==> src/rtl/fir_pkg.sv <==
// shared types and constants for the circular-history fir filter
package fir_pkg;

  // item kinds carried on in_tuser
  localparam logic [1:0] KIND_SAMPLE  = 2'd0;
  localparam logic [1:0] KIND_COEF    = 2'd1;
  localparam logic [1:0] KIND_RESTART = 2'd2;

  // configuration register indexes
  localparam int unsigned CFG_IDX_W = 1;
  localparam logic [CFG_IDX_W-1:0] REG_INIT_SAMPLE = 1'd0;
  localparam logic [CFG_IDX_W-1:0] REG_TAP_COUNT   = 1'd1;

  // field widths
  localparam int unsigned DATA_W      = 16;
  localparam int unsigned TAP_CNT_W   = 5;
  localparam int unsigned COEF_IDX_W  = 4;
  localparam int unsigned IN_TDATA_W  = 40;
  localparam int unsigned OUT_TDATA_W = 16;

  // reset value of the tap count register
  localparam logic [TAP_CNT_W-1:0] TAP_COUNT_RST = 5'd16;

  // sequencer states
  typedef enum logic [3:0] {
    S_IDLE  = 4'b0001,
    S_ISSUE = 4'b0010,
    S_DRAIN = 4'b0100,
    S_DONE  = 4'b1000
  } state_t;

endpackage

==> src/rtl/fir_ram.sv <==
// generic single-write, single-read ram with registered read data
module fir_ram #(
  parameter int unsigned WIDTH = 16,
  parameter int unsigned DEPTH = 16
) (
  input  logic                                 clk,
  input  logic                                 we,
  input  logic [(DEPTH > 1 ? $clog2(DEPTH) : 1)-1:0] waddr,
  input  logic [WIDTH-1:0]                     wdata,
  input  logic [(DEPTH > 1 ? $clog2(DEPTH) : 1)-1:0] raddr,
  output logic [WIDTH-1:0]                     rdata
);

  logic [WIDTH-1:0] mem [DEPTH];

  // write port
  always_ff @(posedge clk) begin
    if (we) begin
      mem[waddr] <= wdata;
    end
  end

  // registered read port
  always_ff @(posedge clk) begin
    rdata <= mem[raddr];
  end

endmodule

==> src/rtl/fir_filter_circular_history.sv <==
// fir filter over a circular sample history, one shared multiply-accumulate
//
//  channel | direction | handshake          | contents
//  in_     | slave     | in_tvalid/tready   | tuser kind, tdata sample/coef_index/coef_value
//  out_    | master    | out_tvalid/tready  | tdata filtered, tuser clipped
//  cfg_    | slave     | cfg_valid/cfg_ready| cfg_index register, cfg_data value
//
// after a sample transfer the next input is taken only back in idle. with n the
// effective tap count, the walk does one read of history and coefficient ram per tap
// through the single multiplier, drains the registered ram read and the product
// register, rounds into the output register and returns to idle to take the next input.
// coefficient load, restart and unused kinds give no result and leave the sequencer idle.
// restart clears no ram: per-entry valid bits make unwritten history read the fill value.
// reset is synchronous active low; rams need no clearing pass.
// a full output register stalls only the final load of the next result.
module fir_filter_circular_history #(
  parameter int unsigned TAPS = 16
) (
  input  logic        clk,
  input  logic        rst_n,
  // input stream
  input  logic        in_tvalid,
  output logic        in_tready,
  input  logic [39:0] in_tdata,   // [15:0] sample, [19:16] coef_index, [35:20] coef_value
  input  logic [1:0]  in_tuser,   // [1:0] kind
  // result stream
  output logic        out_tvalid,
  input  logic        out_tready,
  output logic [15:0] out_tdata,  // [15:0] filtered
  output logic        out_tuser,  // [0] clipped
  // configuration writes
  input  logic        cfg_valid,
  output logic        cfg_ready,
  input  logic        cfg_index,
  input  logic [15:0] cfg_data
);

  localparam int unsigned AW    = (TAPS > 1) ? $clog2(TAPS) : 1;
  localparam int unsigned NW    = $clog2(TAPS + 1);
  localparam int unsigned ACCW  = 32 + $clog2(TAPS);
  localparam int unsigned RW    = ACCW + 1 - 15;
  localparam int unsigned DW    = fir_pkg::DATA_W;
  localparam logic signed [RW-1:0] SAT_MAX = RW'(32'sd32767);
  localparam logic signed [RW-1:0] SAT_MIN = RW'(-32'sd32768);
  localparam logic signed [ACCW:0] RND_BIAS = (ACCW+1)'(32'sd16384);

  // input field slices
  logic signed [DW-1:0]                 in_sample;
  logic [fir_pkg::COEF_IDX_W-1:0]       in_coef_index;
  logic signed [DW-1:0]                 in_coef_value;

  assign in_sample     = in_tdata[15:0];
  assign in_coef_index = in_tdata[19:16];
  assign in_coef_value = in_tdata[35:20];

  // configuration registers
  logic signed [DW-1:0]                 init_sample_r;
  logic [fir_pkg::TAP_CNT_W-1:0]        tap_count_r;

  // control state
  fir_pkg::state_t                      state_r, state_nxt;
  logic [AW-1:0]                        wp_r;
  logic [AW-1:0]                        pos_r;
  logic [AW-1:0]                        k_r;
  logic [NW-1:0]                        n_r;
  logic [TAPS-1:0]                      hv_r;
  logic [TAPS-1:0]                      cv_r;
  logic signed [DW-1:0]                 fill_r;
  logic                                 v1_r, v2_r;
  logic                                 hv_q_r, cv_q_r;
  logic signed [31:0]                   prod_r;
  logic signed [ACCW-1:0]               acc_r;
  logic                                 out_valid_r;
  logic [DW-1:0]                        out_data_r;
  logic                                 out_clip_r;

  // datapath wires
  logic [NW-1:0]                        n_eff;
  logic [AW-1:0]                        p_sel;
  logic [AW-1:0]                        n_last;
  logic                                 in_xfer;
  logic                                 out_load;
  logic                                 coef_we;
  logic [AW-1:0]                        coef_waddr;
  logic [DW-1:0]                        hist_rdata;
  logic [DW-1:0]                        coef_rdata;
  logic signed [DW-1:0]                 hist_val;
  logic signed [DW-1:0]                 coef_val;
  logic signed [ACCW:0]                 biased;
  logic signed [RW-1:0]                 rnd;
  logic [DW-1:0]                        sat_val;
  logic                                 sat_clip;

  assign in_tready  = (state_r == fir_pkg::S_IDLE);
  assign in_xfer    = in_tvalid && in_tready;
  assign cfg_ready  = 1'b1;
  assign out_tvalid = out_valid_r;
  assign out_tdata  = out_data_r;
  assign out_tuser  = out_clip_r;

  // effective tap count and clamped write pointer
  always_comb begin
    if (tap_count_r == '0) begin
      n_eff = NW'(1);
    end else if (int'(tap_count_r) > int'(TAPS)) begin
      n_eff = NW'(TAPS);
    end else begin
      n_eff = NW'(tap_count_r);
    end
    p_sel  = (int'(wp_r) >= int'(n_eff)) ? '0 : wp_r;
    n_last = AW'(n_r - NW'(1));
  end

  // coefficient load decode
  assign coef_we    = in_xfer && (in_tuser == fir_pkg::KIND_COEF) &&
                      (int'(in_coef_index) < int'(TAPS));
  assign coef_waddr = AW'(int'(in_coef_index));

  fir_ram #(.WIDTH(DW), .DEPTH(TAPS)) u_hist_ram (
    .clk   (clk),
    .we    (in_xfer && (in_tuser == fir_pkg::KIND_SAMPLE)),
    .waddr (p_sel),
    .wdata (in_sample),
    .raddr (pos_r),
    .rdata (hist_rdata)
  );

  fir_ram #(.WIDTH(DW), .DEPTH(TAPS)) u_coef_ram (
    .clk   (clk),
    .we    (coef_we),
    .waddr (coef_waddr),
    .wdata (in_coef_value),
    .raddr (k_r),
    .rdata (coef_rdata)
  );

  // configuration writes
  always_ff @(posedge clk) begin
    if (!rst_n) begin
      init_sample_r <= '0;
      tap_count_r   <= fir_pkg::TAP_COUNT_RST;
    end else if (cfg_valid && cfg_ready) begin
      unique case (cfg_index)
        fir_pkg::REG_INIT_SAMPLE: init_sample_r <= cfg_data;
        fir_pkg::REG_TAP_COUNT:   tap_count_r   <= cfg_data[4:0];
        default: ;
      endcase
    end
  end

  // sequencer next state
  always_comb begin
    state_nxt = state_r;
    unique case (state_r)
      fir_pkg::S_IDLE: begin
        if (in_xfer && (in_tuser == fir_pkg::KIND_SAMPLE)) begin
          state_nxt = fir_pkg::S_ISSUE;
        end
      end
      fir_pkg::S_ISSUE: begin
        if (k_r == n_last) begin
          state_nxt = fir_pkg::S_DRAIN;
        end
      end
      fir_pkg::S_DRAIN: begin
        if (!v1_r && !v2_r) begin
          state_nxt = fir_pkg::S_DONE;
        end
      end
      fir_pkg::S_DONE: begin
        if (out_load) begin
          state_nxt = fir_pkg::S_IDLE;
        end
      end
      default: state_nxt = fir_pkg::S_IDLE;
    endcase
  end

  assign out_load = (state_r == fir_pkg::S_DONE) && (!out_valid_r || out_tready);

  // control registers: pointer, counters, valid bits
  always_ff @(posedge clk) begin
    if (!rst_n) begin
      state_r <= fir_pkg::S_IDLE;
      wp_r    <= '0;
      pos_r   <= '0;
      k_r     <= '0;
      n_r     <= NW'(1);
      hv_r    <= '0;
      cv_r    <= '0;
      fill_r  <= '0;
      v1_r    <= 1'b0;
      v2_r    <= 1'b0;
    end else begin
      state_r <= state_nxt;
      v1_r    <= (state_r == fir_pkg::S_ISSUE);
      v2_r    <= v1_r;
      if (in_xfer) begin
        case (in_tuser)
          fir_pkg::KIND_SAMPLE: begin
            hv_r[p_sel] <= 1'b1;
            pos_r       <= p_sel;
            k_r         <= '0;
            n_r         <= n_eff;
            wp_r        <= (int'(p_sel) + 1 >= int'(n_eff)) ? '0 : AW'(p_sel + AW'(1));
          end
          fir_pkg::KIND_COEF: begin
            if (coef_we) begin
              cv_r[coef_waddr] <= 1'b1;
            end
          end
          fir_pkg::KIND_RESTART: begin
            hv_r   <= '0;
            fill_r <= init_sample_r;
            wp_r   <= '0;
          end
          default: ;
        endcase
      end else if (state_r == fir_pkg::S_ISSUE) begin
        // walk back through the ring, forward through the coefficients
        pos_r <= (pos_r == '0) ? n_last : AW'(pos_r - AW'(1));
        k_r   <= AW'(k_r + AW'(1));
      end
    end
  end

  // valid bits are registered in step with the ram read
  always_ff @(posedge clk) begin
    hv_q_r <= hv_r[pos_r];
    cv_q_r <= cv_r[k_r];
  end

  // unwritten entries read as fill value or zero
  assign hist_val = hv_q_r ? $signed(hist_rdata) : fill_r;
  assign coef_val = cv_q_r ? $signed(coef_rdata) : '0;

  // product and accumulate
  always_ff @(posedge clk) begin
    prod_r <= hist_val * coef_val;
    if (in_xfer) begin
      acc_r <= '0;
    end else if (v2_r) begin
      acc_r <= acc_r + ACCW'(prod_r);
    end
  end

  // round half up to q1.15 and saturate
  always_comb begin
    biased   = (ACCW+1)'(acc_r) + RND_BIAS;
    rnd      = RW'(biased >>> 15);
    sat_clip = 1'b0;
    sat_val  = rnd[DW-1:0];
    if (rnd > SAT_MAX) begin
      sat_val  = SAT_MAX[DW-1:0];
      sat_clip = 1'b1;
    end else if (rnd < SAT_MIN) begin
      sat_val  = SAT_MIN[DW-1:0];
      sat_clip = 1'b1;
    end
  end

  // output register
  always_ff @(posedge clk) begin
    if (!rst_n) begin
      out_valid_r <= 1'b0;
    end else if (out_load) begin
      out_valid_r <= 1'b1;
    end else if (out_tready) begin
      out_valid_r <= 1'b0;
    end
  end

  always_ff @(posedge clk) begin
    if (out_load) begin
      out_data_r <= sat_val;
      out_clip_r <= sat_clip;
    end
  end

`ifndef SYNTHESIS
  // a sample transfer starts the tap walk
  a_sample_starts: assert property (@(posedge clk) disable iff (!rst_n)
    in_xfer && (in_tuser == fir_pkg::KIND_SAMPLE) |=> state_r == fir_pkg::S_ISSUE)
    else $error("sample transfer did not start tap walk");

  // tap counter stays inside the ring
  a_tap_in_range: assert property (@(posedge clk) disable iff (!rst_n)
    state_r == fir_pkg::S_ISSUE |-> int'(k_r) < int'(n_r))
    else $error("tap counter beyond ring length");

  // pipeline is empty whenever a new item may come in
  a_idle_empty: assert property (@(posedge clk) disable iff (!rst_n)
    state_r == fir_pkg::S_IDLE |-> !v1_r && !v2_r)
    else $error("mac pipeline busy while idle");

  // a finished result always reaches the output register
  a_result_loaded: assert property (@(posedge clk) disable iff (!rst_n)
    out_load |=> out_valid_r && state_r == fir_pkg::S_IDLE)
    else $error("result not presented after load");

  // write pointer never leaves the ring storage
  a_wp_range: assert property (@(posedge clk) disable iff (!rst_n)
    int'(wp_r) < int'(TAPS))
    else $error("write pointer out of range");
`endif

endmodule

==> config.mk <==
export PLATFORM = sky130hd
export DESIGN_NAME = fir_filter_circular_history
export DESIGN_NICKNAME = d
export VERILOG_FILES = /design/src/rtl/fir_pkg.sv /design/src/rtl/fir_ram.sv /design/src/rtl/fir_filter_circular_history.sv
export SDC_FILE = /design/constraint.sdc
export NUM_CORES = 2
export LEC_CHECK = 0
export BUFFER_PORTS_ARGS = -buffer_cell sky130_fd_sc_hd__buf_4
export CORE_ASPECT_RATIO = 1.5
export CORE_MARGIN = 10
export CORE_UTILIZATION = 45
export CTS_CLUSTER_DIAMETER = 80
export CTS_CLUSTER_SIZE = 30
export DETAILED_ROUTE_END_ITERATION = 8
export GPL_TIMING_DRIVEN = 0
export PLACE_DENSITY = 0.61
export REMOVE_ABC_BUFFERS = 1
export SKIP_LAST_GASP = 1
export SLEW_MARGIN = 20
export SYNTH_ARGS = -nofsm -noshare
export SYNTH_HDL_FRONTEND = slang
export SYNTH_SLANG_ARGS = --single-unit
==> constraint.sdc <==
create_clock -name clk -period 9.5 [get_ports clk]
set_input_delay 1.425 -clock clk [delete_from_list [all_inputs] [get_ports clk]]
set_output_delay 1.425 -clock clk [all_outputs]
set_load 0.03 [all_outputs]
## After elaboration in Yosys (flattened, before gate mapping)

Memories as Yosys holds them, arrays and structs flattened. A register that Yosys moved wholly into a read port is not among the register bits.
Index checks and enable logic that the tools add are counted.

- Register bits after elaboration: 179
- Memory bits (writable): 512
- Input port bits: 64
- Output and inout bits: 20
- Logic and storage cells: 116
- Memories: 2

Memory list:

| memory | words | bits a word | rd ports | clocked after memory_dff | wr ports | line | source |
|---|---|---|---|---|---|---|---|
| u_coef_ram.mem | 16 | 16 | 1 | 1 | 1 | fir_ram.sv:14 | `logic [WIDTH-1:0] mem [DEPTH];` |
| u_hist_ram.mem | 16 | 16 | 1 | 1 | 1 | fir_ram.sv:14 |  |

- Add/subtract/negate cells: 7
- Multipliers: 1
- Magnitude comparators: 11
- Equality and inequality tests: 12
- Multiplexer cells: 36
- Bitwise gates (word level): 3
- Reductions and logical operators: 25

Operators by type and width:

| operator | number |
|---|---|
| $mux 4 | 13 |
| $mux 16 | 3 |
| $add 36x16->37 const B | 1 |
| $add 36x32->36 | 1 |
| $mul 16x16->32 | 1 |
| $or 16x16->16 | 2 |
| $pmux 16 s2 | 1 |
| $gt 22x16->1 const B | 1 |
| $lt 22x16->1 const B | 1 |
| $lt 4x5->1 const B | 4 |
| $pmux 4 s4 | 1 |
| $reduce_and 2->1 | 6 |
| $mux 1 | 11 |
| $mux 5 | 2 |
| $add 4x1->4 const B | 2 |
| $bmux 1 s4 | 2 |
| $demux 1 s4 | 2 |
| $ge 4x1->1 const B | 2 |
| $pmux 4 s2 | 1 |
| $sub 4x1->4 const B | 2 |
| $logic_and 1x1->1 | 7 |
| $ne 2x2->1 const B | 3 |
| $reduce_bool 2->1 | 3 |
| $add 4x1->5 const B | 1 |
| 19 further kinds | 22 |

## Longest topological paths before layout

- Depth in word-level cells: 11
- Gate-level depth with buffers: 27
- Depth with buffers taken out: 24

## Modules after synthesis

Synthesis repeated with hierarchy kept, for this count alone.

- Cells, all modules: 2980
- Area total of the unflattened synthesis: 39021.2 um^2

By module, submodules not included:

| module | instances | cells each | area an instance (um^2) | seq. area each (um^2) |
|---|---|---|---|---|
| fir_filter_circular_history | 1 | 2116 | 18935.7 | 3753.6 |
| fir_ram at u_hist_ram | 1 | 432 | 10043.4 | 8007.7 |
| fir_ram at u_coef_ram | 1 | 432 | 10042.1 | 8007.7 |

## Least setup slack after synthesis

Ideal clock, no wire load.

- Kind: reg-to-reg
- Start point: register hv_q_r
- End point: register prod_r[30]
- Setup time: 131 ps
- Arrival time: 6852 ps
- Data required time: 9369 ps
- Path slack: 2518 ps
- Cell stages (with the launch flop): 26
- Clock period less this slack: 6982 ps
- Cells stage by stage: dfxtp_1 clkbuf_1 buf_1 buf_1 mux2i_1 nor2_1 fa_1 inv_1 fa_1 inv_1 fa_1 fa_1 fa_1 inv_1 fa_1 inv_1 ha_1 a21oi_1 o21ai_0 a21oi_1 o21bai_1 a221oi_1 nor2b_1 nor3_1 o31ai_1 xor2_1

- Longest elaborated chain between the ends: 2

Ends and longest elaborated chain:

| element | line | source |
|---|---|---|
| start: declaration | fir_filter_circular_history.sv:70 | `logic hv_q_r, cv_q_r;` |
| start signal: assignment | fir_filter_circular_history.sv:229 | `hv_q_r <= hv_r[pos_r];` |
| $mux 16 | fir_filter_circular_history.sv:234 | `assign hist_val = hv_q_r ? $signed(hist_rdata) : fill_r;` |
| $mul 16x16->32 | fir_filter_circular_history.sv:239 | `prod_r <= hist_val * coef_val;` |
| end signal: assignment | fir_filter_circular_history.sv:239 |  |
| end: declaration | fir_filter_circular_history.sv:71 | `logic signed [31:0] prod_r;` |

Every way passes these cells.
A chain may end at the register's enable or synchronous reset.

## Final worst setup path

Same ends and word-level chain as after synthesis.

==> flow_summary.json <==
{
  "maxCapViolCount": 0,
  "grt_max_degree": 90,
  "netlist_instances": 2875,
  "initial_core_util_pct": 45.4,
  "synth_xor_area_share_pct": 2.04,
  "tritoncts": "done",
  "cts_num_sinks": 723,
  "synth-seq-cells": 723,
  "crit_top_cell": "fa_1",
  "skew_ns": 0.0499,
  "synth_top_flop_cell": "edfxtp_1",
  "synth_compound_area_share_pct": 5.07,
  "crit_type": "reg2reg",
  "clock_path_buffers": 3,
  "drtIter0Drc": 1318,
  "synth.largest_area_cell": "edfxtp_1",
  "grt_setup_unrepaired": "false",
  "drive_gt1_share_pct": 14.1,
  "finalCritPeriodShare_pct": 78.9,
  "slew_viol_final": 0,
  "fin_area_um2": 42100,
  "die_area_um2": 98300,
  "synthArstFlopShare_pct": 0,
  "synth_area_um2": 38700,
  "cts_resized": 0,
  "hold_depth": 1,
  "slowest_stage": "mux2i_1",
  "track_usage_pct": 19.1,
  "synth_top_area_share_pct": 41.1,
  "hold_viol_final": 0,
  "grt-ovfl-total": 0,
  "placed_area_um2": 41000,
  "yosys-top-cells-area": "edfxtp_1 41%, fa_1 14%, dfxtp_1 10%, mux4_2 9.9%, ha_1 4.3%",
  "synthMuxAreaShare_pct": 11.5,
  "path_cells": "buf_16, mux2i_1, nor2_1, fa_1, fa_1, fa_1, fa_1, fa_1, inv_1, fa_1, inv_1, ha_1, nand2_1, nor4_1, and3_1, a221oi_1, nor2b_1, nor3_1, o31ai_1, xor2_1",
  "ctsHoldBuffers": 0,
  "fin_util_pct": 49.4,
  "worstMarginPinSlew_ns": 1.23,
  "synthAdderAreaFrac_pct": 18.0,
  "dp.final_hpwl_mm": 67.4,
  "dieWidth_um": 259,
  "status": "completed",
  "cts-root-buf": "clkbuf_16",
  "fin_crit_ns": 7.50,
  "ys_seq_area_share_pct": 51.1,
  "cp.required_ns": 10.03,
  "relSlewSlack_pct": 15.9,
  "drc": 0,
  "num_vias": 22400,
  "crit_family": "adder cells",
  "fin_setup_tns_ns": 0,
  "area_delta_synth_final_pct": 8.98,
  "clkTransAtPathRegs_ns": 0.11,
  "postCtsSetupRepairBufs": 0,
  "synthTopCellsByCount": "529 x edfxtp_1, 325 x inv_1, 271 x nand2_1",
  "min_path_type": "reg2reg",
  "rows": 131,
  "core_um2": 85200,
  "numCtsBuffers": 34,
  "max_stage_delay_ns": 1.00,
  "vias_per_cell": 5.51,
  "worst-path-max-fanout": 19,
  "cp-start-kind": "register",
  "synth_top_family_by_area": "adder cells",
  "worstSetupPathDepth": 20,
  "grt_first_pass_wirelength_mm": 143,
  "place_congestion": 0.961,
  "p_leak_nw": 15.6,
  "syn_avg_cell_area_um2": 13.4,
  "synth_cell_type_count": 71,
  "setup_viol": 0,
  "antenna_left": 0,
  "port_buffers": 78,
  "worstRegToRegCells": 20,
  "r2r-start": "hv_q_r",
  "synthSimpleGateAreaFrac_pct": 8.03,
  "clkLatencyLatePin_ns": 0.62,
  "fp.dieH_um": 379,
  "grt_pass1_vias": 24300,
  "wl_per_cell_um": 22.9,
  "yosysWarningCount": 0,
  "r2r_slack_ns": 2.00,
  "rr_endpoint": "prod_r[30]",
  "firstDrtPassIters": 5,
  "antenna_found_initial": 5,
  "fmax_ghz": 0.133,
  "critPathCaptureType": "register",
  "cts.htree.levels": 2,
  "powerDensity_nw_per_um2": 146,
  "postRouteWirelength_mm": 93.0,
  "yosysMostFrequentCell": "edfxtp_1",
  "io-pin-count": 84,
  "path_buf_inv": 3,
  "nets": 3367,
  "ir_drop_mv": 0.153,
  "min-delay-start": "v1_r",
  "hold_end": "v2_r",
  "synth_edf_count": 529,
  "critPathArrivalTime_ns": 8.03
}
-- stage by stage --
stage / power, mW / hold WS, ns / setup slack, ns / std cells
final: 6.14 / 0.460 / 2.00 / 4064
after global placement: 4.38 / 0.442 / 1.02 / 3971
after detailed placement: 4.41 / 0.437 / 2.03 / 4000
after floorplan: 4.09 / 0.424 / 2.46 / 2763
after CTS: 6.21 / 0.465 / 1.98 / 4062
after global routing: 6.34 / 0.492 / 1.65 / 4063
-- registers in the layout, indices dropped and copies added (netlist names), 4 cells and up --
register	cells
u_coef_ram.rdata	16
pos_r	4
u_hist_ram.rdata	16
hv_r	16
u_hist_ram.mem	256
u_coef_ram.mem	256
prod_r	32
out_tdata	16
n_r	4
tap_count_r	5
cv_r	16
wp_r	4
k_r	4
state_r	4
acc_r	36
fill_r	16
init_sample_r	16
-- where the power goes --
part	internal (mW)	switching [mW]
Combinational	0.350	0.423
Sequential	3.46	0.0967
Clock	0.741	1.07
-- worst reg2reg max path: stages, from the launching register on --
cell	delay (ns)
dfxtp_2	0.63
buf_16	0.23
mux2i_1	1.01
nor2_1	0.18
fa_1	0.54
fa_1	0.52
fa_1	0.54
fa_1	0.53
fa_1	0.54
inv_1	0.06
fa_1	0.53
inv_1	0.04
ha_1	0.34
nand2_1	0.11
nor4_1	0.50
and3_1	0.24
a221oi_1	0.11
nor2b_1	0.21
nor3_1	0.09
o31ai_1	0.29
xor2_1	0.17
-- per-layer routing --
metal | up-vias | global-route usage [%] | part of all wire [%]
met2 | 472 | 35.7 | 54
met3 | 173 | 2.31 | 3.7
met4 | 4 | 8.30 | 4.6
li1 | 10100 | - | -
met5 | - | 0 | 0.029
met1 | 11600 | 21.5 | 38
-- cells by family after synthesis --
| kind of cell | Yosys count |
|---|---|
| xor+xnor | 90 |
| compound gates | 299 |
| other cells | 1 |
| flops | 723 |
| fa+ha+maj | 397 |
| simple gates | 698 |
| mux | 228 |
| buf+inv | 439 |
-- how the worst max path moves through the flow --
stage                start    endpoint  slack (ns)
floorplan           hv_q_r  prod_r[30]        2.46
global placement    hv_q_r  prod_r[30]        1.02
detailed placement  hv_q_r  prod_r[31]        2.03
global route        cv_q_r  prod_r[30]        1.65
CTS                 hv_q_r  prod_r[31]        1.98
finish              hv_q_r  prod_r[30]        2.00
-- cells in the final DEF (no fill, tap or decap), drive strengths merged, types with 37 or more instances in the layout --
cell type	netlist	final
a21boi	42	42
a21oi	70	70
buf	25	107
clkbuf	87	49
dfxtp	194	194
edfxtp	529	529
fa	263	263
ha	134	134
inv	326	335
mux2i	41	41
mux4	170	170
nand2	271	271
nand3	49	49
nor2	221	221
o21ai	56	56
xnor2	53	53
xor2	37	37
-- area by class of cell --
type	count	area [um2]
Fill cell	7350	43100
Sequential cell	723	19800
Multi-Input combinational cell	1713	17400
Tap cell	1130	1410
Inverter	327	1230
Timing Repair Buffer	107	1150
Clock buffer	49	928
Clock inverter	13	206
Antenna cell	2	5.00
No activity file was read; power rests on OpenSTA's default activity.
